[src/rtl/sga_pkg.sv]
package sga_pkg;

  localparam int IN_W  = 168;
  localparam int OUT_W = 128;

  // Input beat, last field in the lowest bits.
  typedef struct packed {
    logic [2:0]  pad;
    logic [15:0] override_value;
    logic [15:0] average_kph10;
    logic [7:0]  clock_minute;
    logic [7:0]  clock_hour;
    logic [31:0] session_id;
    logic        units_miles;
    logic [31:0] odo_dist;
    logic [3:0]  valid_flags;
    logic [15:0] spd_kmh;
    logic [31:0] now_ms;
  } in_beat_t;

  typedef struct packed {
    logic [1:0]  pad;
    logic [5:0]  shown_minute;
    logic [4:0]  shown_hour;
    logic        clock_ok;
    logic        shows_miles;
    logic [19:0] odo_value;
    logic [1:0]  odo_status;
    logic        speed_ok;
    logic [13:0] avg_arc;
    logic [23:0] peak_rgb;
    logic [13:0] peak_arc;
    logic [23:0] arc_rgb;
    logic [13:0] arc_ratio;
  } out_beat_t;

  localparam logic [1:0] OP_UPDATE   = 2'd0;
  localparam logic [1:0] OP_OVERRIDE = 2'd1;
  localparam logic [1:0] OP_RECORD   = 2'd2;

  localparam logic [1:0] ODO_SHOWN   = 2'd0;
  localparam logic [1:0] ODO_UNKNOWN = 2'd1;
  localparam logic [1:0] ODO_OVER    = 2'd2;

  localparam logic [13:0] RATIO_FULL = 14'd10000;
  localparam logic [13:0] AMBER_AT   = 14'd6000;
  localparam logic [13:0] RED_AT     = 14'd8500;
  localparam logic [14:0] AMBER_SPAN = 15'd6000;
  localparam logic [14:0] RED_SPAN   = 15'd2500;
  localparam logic [23:0] GREY_RGB   = 24'h65717C;
  localparam logic [23:0] BLUE_RGB   = 24'h38A8FF;
  localparam logic [23:0] AMBER_RGB  = 24'hFFB000;
  localparam logic [23:0] RED_RGB    = 24'hFF4040;
  localparam logic [31:0] ODO_LIMIT  = 32'd999999;
  localparam logic [13:0] AVG_SCALE  = 14'd1000;
  localparam logic [13:0] MILE_NUM   = 14'd15625;   // 1000000 / 64
  localparam logic [14:0] MILE_DEN   = 15'd25146;   // 1609344 / 64
  localparam logic [8:0]  MAX_LO     = 9'd20;
  localparam logic [8:0]  MAX_HI     = 9'd400;
  localparam logic [8:0]  MAX_DEF    = 9'd200;

  // Divider geometry: numerator bits and quotient bits per job.
  localparam int DIV_NW = 46;
  localparam logic [5:0] K_RATIO = 6'd22;
  localparam logic [5:0] K_AVG   = 6'd22;
  localparam logic [5:0] K_ODO   = 6'd46;
  localparam logic [5:0] K_CH    = 6'd21;

endpackage

[src/rtl/speed_gauge_arc_smoother.sv]
// A record or no-op beat goes from accept to the done step. An override runs bit-serial
// divides where needed for three colour channels, an update for glide, ratio, three
// colour channels, average and miles; each yields k quotient bits, k = 21..46 at the
// default GLIDE_MS. Throughput: one beat in flight, set by the shared one-bit-per-cycle
// divider; a full output register holds the block in its last step until out_tready.
// Reset (rst_n low, synchronous): gauge state back to its idle values, max speed 200.
module speed_gauge_arc_smoother #(
  parameter int GLIDE_MS = 250
) (
  input  logic                       clk,
  input  logic                       rst_n,
  // tdata, low bit up: now_ms, speed, valid_flags, odometer, units_miles,
  // session id, clock_hour, clock_minute, average_kph10, override_value
  input  logic [sga_pkg::IN_W-1:0]   in_tdata,
  input  logic [1:0]                 in_tuser,   // operation
  input  logic                       in_tvalid,
  output logic                       in_tready,
  // tdata, low bit up: arc_ratio, arc_rgb, peak arc, peak_rgb, average arc,
  // speed_ok, odo_status, odo_value, shows_miles, clock_ok, shown_hour, shown_minute
  output logic [sga_pkg::OUT_W-1:0]  out_tdata,
  output logic                       out_tvalid,
  input  logic                       out_tready,
  input  logic                       cfg_wen,
  input  logic [8:0]                 cfg_wdata
);
  import sga_pkg::*;

  // elapsed time below GLIDE_MS fits in EW bits
  localparam int EW = $clog2(GLIDE_MS + 1);
  localparam logic [5:0] K_GLIDE = 6'(14 + EW);

  localparam logic [2:0] ST_IDLE  = 3'd0;
  localparam logic [2:0] ST_SETUP = 3'd1;
  localparam logic [2:0] ST_DIV   = 3'd2;
  localparam logic [2:0] ST_APPLY = 3'd3;
  localparam logic [2:0] ST_DONE  = 3'd4;

  // Job sequence for one beat.
  localparam logic [2:0] J_GLIDE = 3'd0;
  localparam logic [2:0] J_RATIO = 3'd1;
  localparam logic [2:0] J_AVG   = 3'd2;
  localparam logic [2:0] J_ODO   = 3'd3;
  localparam logic [2:0] J_CH0   = 3'd4;
  localparam logic [2:0] J_CH1   = 3'd5;
  localparam logic [2:0] J_CH2   = 3'd6;
  localparam logic [2:0] J_FIN   = 3'd7;

  logic [2:0]  st_r, job_r;
  logic [5:0]  cnt_r;
  logic [DIV_NW-1:0] num_r;
  logic [14:0] rem_r, den_r;
  logic        neg_r;
  in_beat_t    item_r;
  logic [1:0]  op_r;
  logic [8:0]  mx_r;

  // gauge state
  logic [13:0] arc_now_r, arc_start_r, arc_goal_r, peak_r, avg_r, blend_r;
  logic [31:0] move_r, gen_r;
  logic [23:0] colour_r, peak_col_r;
  logic        ovr_r, spd_ok_r, sess_r, clk_ok_r, miles_r;
  logic [1:0]  odo_st_r;
  logic [19:0] odo_val_r;
  logic [4:0]  hour_r;
  logic [5:0]  min_r;

  logic [OUT_W-1:0] out_tdata_r;
  logic             out_tvalid_r;

  // ---------------------------------------------------------------- helpers
  in_beat_t    in_beat;
  logic [8:0]  mx;
  logic [31:0] elapsed;
  logic signed [14:0] gdiff;
  logic [13:0] gmag;
  logic        lower;
  logic [1:0]  ch;
  logic [23:0] col_a, col_b;
  logic [7:0]  ca, cb;
  logic signed [8:0] cdiff;
  logic [7:0]  cmag;
  logic [13:0] bt;
  logic [14:0] bspan;
  logic [31:0] mul_a;
  logic [13:0] mul_b;
  logic [45:0] prod;
  logic [5:0]  kbits;
  logic [14:0] den;
  logic [15:0] trial;
  logic        ge;
  logic [2:0]  after_blend;
  logic [15:0] ovr_clamp;
  out_beat_t   ob;

  assign in_beat = in_beat_t'(in_tdata);
  assign mx = (mx_r >= MAX_LO && mx_r <= MAX_HI) ? mx_r : MAX_DEF;
  assign elapsed = item_r.now_ms - move_r;
  assign gdiff = $signed({1'b0, arc_goal_r}) - $signed({1'b0, arc_start_r});
  assign gmag  = gdiff[14] ? 14'(-gdiff) : gdiff[13:0];

  // Colour blend: two-segment ramp, one channel per divide.
  assign lower = blend_r < AMBER_AT;
  assign ch    = job_r[1:0];
  assign col_a = lower ? BLUE_RGB  : AMBER_RGB;
  assign col_b = lower ? AMBER_RGB : RED_RGB;
  assign ca    = 8'(col_a >> {ch, 3'b000});
  assign cb    = 8'(col_b >> {ch, 3'b000});
  assign cdiff = $signed({1'b0, cb}) - $signed({1'b0, ca});
  assign cmag  = cdiff[8] ? 8'(-cdiff) : cdiff[7:0];
  assign bt    = lower ? blend_r : blend_r - AMBER_AT;
  assign bspan = lower ? AMBER_SPAN : RED_SPAN;
  assign after_blend = (op_r == OP_UPDATE) ? J_AVG : J_FIN;
  assign ovr_clamp = (item_r.override_value > 16'(RATIO_FULL)) ? 16'(RATIO_FULL)
                                                             : item_r.override_value;

  // One shared multiplier feeds the divider numerator.
  always_comb begin
    unique case (job_r)
      J_GLIDE: begin
        mul_a = 32'(gmag);  mul_b = 14'(elapsed[EW-1:0]);
        kbits = K_GLIDE;    den   = 15'(GLIDE_MS);
      end
      J_RATIO: begin
        mul_a = 32'(item_r.spd_kmh);  mul_b = RATIO_FULL;
        kbits = K_RATIO;              den   = 15'(mx);
      end
      J_AVG: begin
        mul_a = 32'(item_r.average_kph10);  mul_b = AVG_SCALE;
        kbits = K_AVG;                      den   = 15'(mx);
      end
      J_ODO: begin
        mul_a = item_r.odo_dist;  mul_b = MILE_NUM;
        kbits = K_ODO;            den   = MILE_DEN;
      end
      default: begin
        mul_a = 32'(cmag);  mul_b = bt;
        kbits = K_CH;       den   = bspan;
      end
    endcase
  end
  assign prod = 46'(mul_a) * 46'(mul_b);

  // restoring divide step: one quotient bit per cycle
  assign trial = {rem_r, num_r[DIV_NW-1]};
  assign ge    = trial >= {1'b0, den_r};

  always_comb begin
    ob = '0;
    ob.arc_ratio     = arc_now_r;
    ob.arc_rgb       = colour_r;
    ob.peak_arc      = peak_r;
    ob.peak_rgb      = peak_col_r;
    ob.avg_arc       = avg_r;
    ob.speed_ok      = spd_ok_r;
    ob.odo_status    = odo_st_r;
    ob.odo_value     = odo_val_r;
    ob.shows_miles   = miles_r;
    ob.clock_ok      = clk_ok_r;
    ob.shown_hour    = hour_r;
    ob.shown_minute  = min_r;
  end

  assign in_tready  = (st_r == ST_IDLE);
  assign out_tdata  = out_tdata_r;
  assign out_tvalid = out_tvalid_r;

  // ---------------------------------------------------------------- sequencer
  always_ff @(posedge clk) begin
    if (!rst_n) begin
      st_r <= ST_IDLE;      job_r <= J_GLIDE;    cnt_r <= '0;
      mx_r <= MAX_DEF;      op_r <= OP_UPDATE;   neg_r <= 1'b0;
      arc_now_r <= '0;      arc_start_r <= '0;   arc_goal_r <= '0;
      move_r <= '0;         colour_r <= GREY_RGB;
      ovr_r <= 1'b0;        peak_r <= '0;        peak_col_r <= '0;
      gen_r <= '0;          spd_ok_r <= 1'b0;    sess_r <= 1'b0;
      clk_ok_r <= 1'b0;     miles_r <= 1'b0;     odo_st_r <= ODO_SHOWN;
      odo_val_r <= '0;      avg_r <= '0;         hour_r <= '0;
      min_r <= '0;          blend_r <= '0;       out_tvalid_r <= 1'b0;
    end else begin
      if (cfg_wen) mx_r <= cfg_wdata;
      // drop the beat once taken, unless the last step reloads it this cycle
      if (out_tvalid_r && out_tready && st_r != ST_DONE) out_tvalid_r <= 1'b0;

      unique case (st_r)
        ST_IDLE: begin
          if (in_tvalid) begin
            item_r <= in_beat;
            op_r   <= in_tuser;
            priority case (in_tuser)
              OP_UPDATE: begin
                ovr_r <= 1'b0;
                // new session or lost session: drop the peak
                if (gen_r != in_beat.session_id || !in_beat.valid_flags[2]) begin
                  peak_r     <= '0;
                  peak_col_r <= BLUE_RGB;
                  gen_r      <= in_beat.session_id;
                end
                job_r <= J_GLIDE;
                st_r  <= ST_SETUP;
              end
              OP_OVERRIDE: begin
                ovr_r <= 1'b0;    // marks the force step as still pending
                job_r <= J_CH0;   // clamp in setup, then run the blend
                st_r  <= ST_SETUP;
              end
              OP_RECORD: begin
                if (sess_r && spd_ok_r && !ovr_r && arc_now_r >= peak_r) begin
                  peak_r     <= arc_now_r;
                  peak_col_r <= colour_r;
                end
                st_r <= ST_DONE;
              end
              default: st_r <= ST_DONE;
            endcase
          end
        end

        ST_SETUP: begin
          // override: force the arc once before its blend runs
          if (op_r == OP_OVERRIDE && job_r == J_CH0 && !ovr_r) begin
            arc_now_r   <= ovr_clamp[13:0];
            arc_start_r <= ovr_clamp[13:0];
            arc_goal_r  <= ovr_clamp[13:0];
            blend_r     <= ovr_clamp[13:0];
            move_r      <= item_r.now_ms;
            ovr_r       <= 1'b1;
          end else begin
            // load the divider; arms that need no divide stay in setup, and J_FIN goes to done
            num_r <= prod << (6'(DIV_NW) - kbits);
            rem_r <= '0;
            den_r <= den;
            cnt_r <= kbits;
            unique case (job_r)
              J_GLIDE: begin
                neg_r <= gdiff[14];
                if (elapsed >= 32'(GLIDE_MS)) begin
                  arc_now_r <= arc_goal_r;
                  job_r     <= J_RATIO;
                end else begin
                  st_r <= ST_DIV;
                end
              end
              J_RATIO: begin
                if (!item_r.valid_flags[0]) begin
                  // stale speed: freeze where the arc is
                  arc_start_r <= arc_now_r;
                  arc_goal_r  <= arc_now_r;
                  move_r      <= item_r.now_ms;
                  colour_r    <= GREY_RGB;
                  job_r       <= J_AVG;
                end else if (item_r.spd_kmh >= 16'(mx)) begin
                  if (arc_goal_r != RATIO_FULL) begin
                    arc_start_r <= arc_now_r;
                    arc_goal_r  <= RATIO_FULL;
                    move_r      <= item_r.now_ms;
                  end
                  blend_r <= arc_now_r;
                  job_r   <= J_CH0;
                end else begin
                  st_r <= ST_DIV;
                end
              end
              J_AVG: begin
                spd_ok_r <= item_r.valid_flags[0];
                sess_r   <= item_r.valid_flags[2];
                miles_r  <= item_r.units_miles;
                if (item_r.valid_flags[3] && item_r.clock_hour < 8'd24 &&
                    item_r.clock_minute < 8'd60) begin
                  clk_ok_r <= 1'b1;
                  hour_r   <= item_r.clock_hour[4:0];
                  min_r    <= item_r.clock_minute[5:0];
                end else begin
                  clk_ok_r <= 1'b0;
                  hour_r   <= '0;
                  min_r    <= '0;
                end
                if (item_r.average_kph10 >= 16'(13'(mx) * 13'd10)) begin
                  avg_r <= RATIO_FULL;
                  job_r <= J_ODO;
                end else begin
                  st_r <= ST_DIV;
                end
              end
              J_ODO: begin
                if (!item_r.valid_flags[1]) begin
                  odo_st_r  <= ODO_UNKNOWN;
                  odo_val_r <= '0;
                  job_r     <= J_FIN;
                end else if (!item_r.units_miles) begin
                  if (item_r.odo_dist > ODO_LIMIT) begin
                    odo_st_r  <= ODO_OVER;
                    odo_val_r <= '0;
                  end else begin
                    odo_st_r  <= ODO_SHOWN;
                    odo_val_r <= item_r.odo_dist[19:0];
                  end
                  job_r <= J_FIN;
                end else begin
                  st_r <= ST_DIV;
                end
              end
              J_CH0, J_CH1, J_CH2: begin
                neg_r <= cdiff[8];
                if (blend_r >= RED_AT) begin
                  colour_r <= RED_RGB;
                  job_r    <= after_blend;
                end else begin
                  st_r <= ST_DIV;
                end
              end
              default: st_r <= ST_DONE;   // J_FIN
            endcase
          end
        end

        ST_DIV: begin
          rem_r <= ge ? 15'(trial - {1'b0, den_r}) : trial[14:0];
          num_r <= {num_r[DIV_NW-2:0], ge};
          cnt_r <= cnt_r - 6'd1;
          if (cnt_r == 6'd1) st_r <= ST_APPLY;
        end

        ST_APPLY: begin
          st_r <= ST_SETUP;
          unique case (job_r)
            J_GLIDE: begin
              arc_now_r <= neg_r ? arc_start_r - num_r[13:0] : arc_start_r + num_r[13:0];
              job_r     <= J_RATIO;
            end
            J_RATIO: begin
              if (arc_goal_r != num_r[13:0]) begin
                arc_start_r <= arc_now_r;
                arc_goal_r  <= num_r[13:0];
                move_r      <= item_r.now_ms;
              end
              blend_r <= arc_now_r;
              job_r   <= J_CH0;
            end
            J_AVG: begin
              avg_r <= num_r[13:0];
              job_r <= J_ODO;
            end
            J_ODO: begin
              if (num_r[31:0] > ODO_LIMIT) begin
                odo_st_r  <= ODO_OVER;
                odo_val_r <= '0;
              end else begin
                odo_st_r  <= ODO_SHOWN;
                odo_val_r <= num_r[19:0];
              end
              job_r <= J_FIN;
            end
            default: begin
              colour_r[{ch, 3'b000} +: 8] <= neg_r ? ca - num_r[7:0] : ca + num_r[7:0];
              job_r <= (job_r == J_CH2) ? after_blend : job_r + 3'd1;
            end
          endcase
        end

        ST_DONE: begin
          // hand the snapshot to the output register once it is empty or being taken
          if (!out_tvalid_r || out_tready) begin
            out_tdata_r  <= OUT_W'(ob);
            out_tvalid_r <= 1'b1;
            st_r         <= ST_IDLE;
          end
        end

        default: st_r <= ST_IDLE;
      endcase
    end
  end

endmodule

[config.mk]
export PLATFORM = sky130hd
export DESIGN_NAME = speed_gauge_arc_smoother
export DESIGN_NICKNAME = d
export VERILOG_FILES = /design/src/rtl/sga_pkg.sv /design/src/rtl/speed_gauge_arc_smoother.sv
export SDC_FILE = /design/constraint.sdc
export NUM_CORES = 2
export LEC_CHECK = 0
export ABC_AREA = 1
export BUFFER_PORTS_ARGS = -buffer_cell sky130_fd_sc_hd__buf_2
export CORE_AREA = 2 2 291 293
export CTS_CLUSTER_DIAMETER = 50
export DETAILED_ROUTE_END_ITERATION = 12
export DIE_AREA = 0 0 293 295
export PLACE_DENSITY = 0.84
export SLEW_MARGIN = 25
export SYNTH_ARGS = -nofsm -noshare
export SYNTH_HDL_FRONTEND = slang
export SYNTH_SLANG_ARGS = --single-unit
[constraint.sdc]
create_clock -name clk -period 20.6 [get_ports clk]
set_input_delay 2.06 -clock clk [delete_from_list [all_inputs] [get_ports clk]]
set_output_delay 2.06 -clock clk [all_outputs]
set_load 0.05 [all_outputs]
# == Yosys cells after proc, flatten, opt, wreduce, memory -nomap -nowiden ==
# Cells that the tools add are included.
# classes
n_addsub,15
n_mul,2
order_cmp,14
eq_ne,59
n_shift,5
mux,130
bitwise,1
reduce_logical,49
# ops
cell,n
14-bit two-way mux,33
32-bit two-way mux,7
24-bit two-way mux,7
14-bit one-hot mux with 2 select lines,6
24-bit one-hot mux with 2 select lines,3
20-bit two-way mux,7
32-bit one-hot mux with 4 select lines,1
46-bit one-hot mux with 2 select lines,1
3-bit two-way mux,23
32-bit by 20-bit > comparator with 1-bit output (second input constant),2
32-bit one-hot mux with 2 select lines,1
3-bit inequality test (second input constant),19
14-bit one-hot mux with 4 select lines,1
24-bit by 5-bit >> shifter with 8-bit output,2
32-bit by 14-bit multiplier with 46-bit output,1
46-bit two-way mux,1
46-bit by 6-bit << shifter with 46-bit output,1
15-bit one-hot mux with 3 select lines,1
3-bit one-hot mux with 5 select lines,3
20-bit one-hot mux with 2 select lines,1
32-bit by 8-bit greater-or-equal comparator with 1-bit output (second input constant),1
32-bit inequality test,1
32-bit subtractor,1
15-bit two-way mux,2
other kinds (75),149
# totals
reg_bits,594
in_bits,184
out_inout_bits,130

# == Depth between registers and ports, before layout ==
# logic_depth
ltp_word,11
ltp_mapped,54
mapped_depth_nobuf,53

# == Worst setup path before layout ==
# Ideal clock, no wire load.
# synth_path
path_kind,in2reg
start,input port rst_n
end,"register out_tdata_r[0], in the netlist out_tdata[0] (enable)"
arrival_time_ns,11.120
t_required_ns,19.835
slack_ns,8.714
cell_stages,4
cell_sequence,clkbuf_1 inv_1 clkbuf_1 nor3_1
# synth_between
elab_chain_cells,1
# synth_lines
item,line,rtl
"start, declared",speed_gauge_arc_smoother.sv:11,"input logic rst_n,"
3-bit AND reduction (no source line),n/a,
"end signal, assigned",speed_gauge_arc_smoother.sv:363,out_tdata_r <= OUT_W'(ob);
"end, declared",speed_gauge_arc_smoother.sv:67,logic [OUT_W-1:0] out_tdata_r;
# No other way between the ends.
# A chain may end at the register's enable or synchronous reset.

# == Worst setup path in the final report ==
# layout_path
start,register job_r[0]
end,register num_r[32] (data pin)
# layout_between
elab_chain_cells,9
# layout_lines
item,line,rtl
"start, declared",speed_gauge_arc_smoother.sv:48,"logic [2:0] st_r, job_r;"
"start signal, assigned",speed_gauge_arc_smoother.sv:306,job_r <= after_blend;
"start signal, assigned",speed_gauge_arc_smoother.sv:355,job_r <= (job_r == J_CH2) ? after_blend : job_r + 3'd1;
"24-bit by 5-bit >> shifter with 8-bit output, on equally long branches","speed_gauge_arc_smoother.sv:107, speed_gauge_arc_smoother.sv:106",
8-bit by 8-bit subtractor with 9-bit output,speed_gauge_arc_smoother.sv:108,"assign cdiff = $signed({1'b0, cb}) - $signed({1'b0, ca});"
8-bit negation,speed_gauge_arc_smoother.sv:109,assign cmag = cdiff[8] ? 8'(-cdiff) : cdiff[7:0];
8-bit two-way mux,speed_gauge_arc_smoother.sv:109,
32-bit one-hot mux with 4 select lines,speed_gauge_arc_smoother.sv:118,unique case (job_r)
32-bit by 14-bit multiplier with 46-bit output,speed_gauge_arc_smoother.sv:141,assign prod = 46'(mul_a) * 46'(mul_b);
46-bit by 6-bit << shifter with 46-bit output (*),speed_gauge_arc_smoother.sv:229,num_r <= prod << (6'(DIV_NW) - kbits);
46-bit two-way mux (*),speed_gauge_arc_smoother.sv:220,if (op_r == OP_OVERRIDE && job_r == J_CH0 && !ovr_r) begin
46-bit one-hot mux with 2 select lines (*),speed_gauge_arc_smoother.sv:184,unique case (st_r)
"end signal, assigned",speed_gauge_arc_smoother.sv:229,
"end signal, assigned",speed_gauge_arc_smoother.sv:318,"num_r <= {num_r[DIV_NW-2:0], ge};"
"end, declared",speed_gauge_arc_smoother.sv:50,logic [DIV_NW-1:0] num_r;
# Every way passes the cells marked *; elsewhere a longest branch is shown, timed or not. The select of a mux whose other input is x is not followed.

==> impl_metrics.csv <==
group,metric,value,unit
floorplanning,dieArea,86400,sq um
clock_tree,clkSinkCount,592,
route,routed_via_density,5.70,
timing,worst_pin_slew,1.13,ns
timing,rsz0062_at_grt,"no",
floorplanning,core,83200,sq um
route,via_count,39400,
setup_path,crit_path_frequent_cell,"inv_1",
synthesis,yosys_warnings,0,
min_path,min_path_type,"flop to flop",
setup_path,crit_slowest_cell,"nand2_2",
clock_tree,cts_max_level,3,
timing,slew_violations,0,
placed_design,dpl.hpwl,107000,um
clock_tree,cts_tree,"done",
clock_tree,clock_path_buffers,3,
setup_path,end_kind,"flop",
timing,fin_crit,11.65,ns
timing,fin_worst_skew,0.0478,ns
global_route,grt_max_degree,110,
setup_path,crit_path_max_incr_delay,0.70,ns
clock_tree,cts.repair.resized,0,
synthesis,synth_flop_cell,"edfxtp_1",
cells_and_area,fin_nets,6578,
placed_design,place_area,47900,sq um
run,maxCapViolCount,0,
timing,setup_tns,0,ns
clock_tree,cts_buffers,74,
synthesis,async_reset_ff_share,0,%
clock_tree,insertion_delay,0.67,ns
timing,whs,0.425,ns
timing,hold_viol_final,0,
floorplanning,rows,106,
route,wl,138000,um
timing,fmax,85.8,MHz
route,firstDrtPassIters,7,
synthesis,syn_area_per_cell,8.23,sq um
route,ant_nets,0,
route,drc,0,
cells_and_area,layout-drive-gt1-share,10.5,%
synthesis,synth_area_leaders,"edfxtp_1 22%, fa_1 16%, dfxtp_1 11%",
clock_tree,clk_pin_slew_worst_paths,0.06,ns
route,drt_iter0_markers,3943,
clock_tree,post_cts_buffers,0,
global_route,grt-ovfl-total,0,
cells_and_area,fillerInstances,7146,
route,route.detailed.wl_per_inst,20.0,um
synthesis,synth_top_cell_area_share,22.0,%
global_route,grt_pass1_wl,214000,um
global_route,grt_usage,31.9,%
floorplanning,initial_core_util,54.6,%
cells_and_area,regArea,15200,sq um
floorplanning,ios,314,
synthesis,syn_area,45400,sq um
cells_and_area,multiInputGateArea,25900,sq um
synthesis,syn_inst,5519,
placed_design,gp_congestion,1.01,
cells_and_area,final_util,60.7,%
timing,slew_headroom,24.2,%
synthesis,synth_edf_count,333,
timing,setup_viol,0,
cells_and_area,design_area,50400,sq um
global_route,grt_pass1_vias,38600,
timing,min_period_over_period,56.6,%
synthesis,ys_ff_latch,592,
setup_path,required,21.01,ns
setup_path,worstSetupPathType,"flop to flop",
floorplanning,die_x,293,um
synthesis,yosysTopAreaCell,"edfxtp_1",
setup_path,worstPathArrival,12.06,ns
synthesis,yosys.cell_types.count,86,
setup_path,cp-start-kind,"flop",
synthesis,ys_seq_area_share,33.4,%
setup_path,cp_max_fo,34,
clock_tree,root_buffer,"clkbuf_16",
floorplanning,die_h,295,um
cells_and_area,syn_to_final_growth,11.1,%
clock_tree,hold_buffers,0,
run_status,status,"finished, final reports clean",
global_route,grt_antenna_before_repair,10,
placed_design,port_buffers,308,
## cell usage after synthesis (all sizes together) (14+ instances only)
cell	number
inv	975
a31oi	29
a211oi	23
clkbuf	105
buf	58
xnor2	41
o21ai	333
edfxtp	333
o211ai	29
nor2	501
or2	20
dfxtp	259
nor4	18
fa	363
ha	259
o22ai	37
o21bai	14
nand3	225
nand4	55
xor2	72
nand2	1210
nand3b	17
a21oi	381
nor3	46
## per-layer routing
layer	vias up	global-route usage (%)	share of wire, %
met5	-	0	0.028
li1	18300	-	-
met1	18600	40.0	38
met2	2027	51.9	46
met3	468	6.14	9.3
met4	6	18.1	6.5
## sequential cells by signal (all words and copies together) (netlist names), 15 cells and up
signal,cells
colour_r,24
gen_r,32
item_r,133
move_r,32
num_r,46
odo_val_r,20
out_tdata,126
peak_col_r,24
rem_r,15
## logic make-up after synthesis
group,synth area share (%)
DFF,33.4
other,0.00826
AOI/OAI and AO/OA,11.7
buffers and inverters,9.78
xor gates and xnor gates,2.21
and+or+nand+nor,19.6
muxes,0.110
adders and majority gates,23.1
## path summary, 6_finish.rpt
| path | cells after the start | start | slack [ns] | end |
|---|---|---|---|---|
| setup / recovery | 40 | job_r[0] | 8.95 | num_r[32] |
| setup reg to reg | 40 | job_r[0] | 8.95 | num_r[32] |
| hold / removal | 0 | avg_r[12] | 0.43 | out_tdata[88] |
| hold reg to reg | 0 | avg_r[12] | 0.43 | out_tdata[88] |
## area by class of cell
type	instances	area share [%]
flip-flops and latches	592	30.1
repair buffers	339	3.54
well taps	1080	2.68
clock inverters	41	1.07
multi-input cells	3781	51.2
diodes	7	0.0347
clock buffers	97	4.01
inverters	984	7.33
## placed cells by master, fill, tap and decap left out, drive strengths merged, types with 6 or more instances in the layout
cell	synthesis	final
clkbuf	105	97
a21oi	381	381
a221oi	8	8
dfxtp	259	259
o211ai	29	29
clkinv	9	24
fa	363	363
nand2	1210	1210
o21a	13	13
nand3b	17	17
xnor2	41	41
a31oi	29	29
diode	0	7
bufinv	0	6
a211oi	23	23
nor4	18	18
o221ai	12	12
o31ai	9	9
nor3	46	46
ha	259	259
or2	20	20
nor2	501	501
a21boi	6	6
edfxtp	333	333
a21o	9	9
inv	975	991
buf	58	339
xor2	72	72
nand4	55	55
o21ai	333	333
nand3	225	225
o22ai	37	37
o21bai	14	14
## critical path: cells and delay by family, from the launching register on
kind | cells | cell delay [ns]
compound gates | 5 | 1.30
buf+inv | 13 | 2.62
fa+ha+maj | 8 | 3.96
simple gates | 13 | 2.70
xor+xnor | 1 | 0.20
flops | 1 | 0.59
## metrics by stage
step	setup WS (ns)	cells
final	8.95	6921
after global routing	8.68	6920
after CTS	9.31	6914
after detailed placement	9.31	6776
after global placement	9.32	6776
after floorplan	8.71	5520
Power is not shown: default switching activity piles up to over one toggle a cycle in this logic, so the estimate is an artifact.
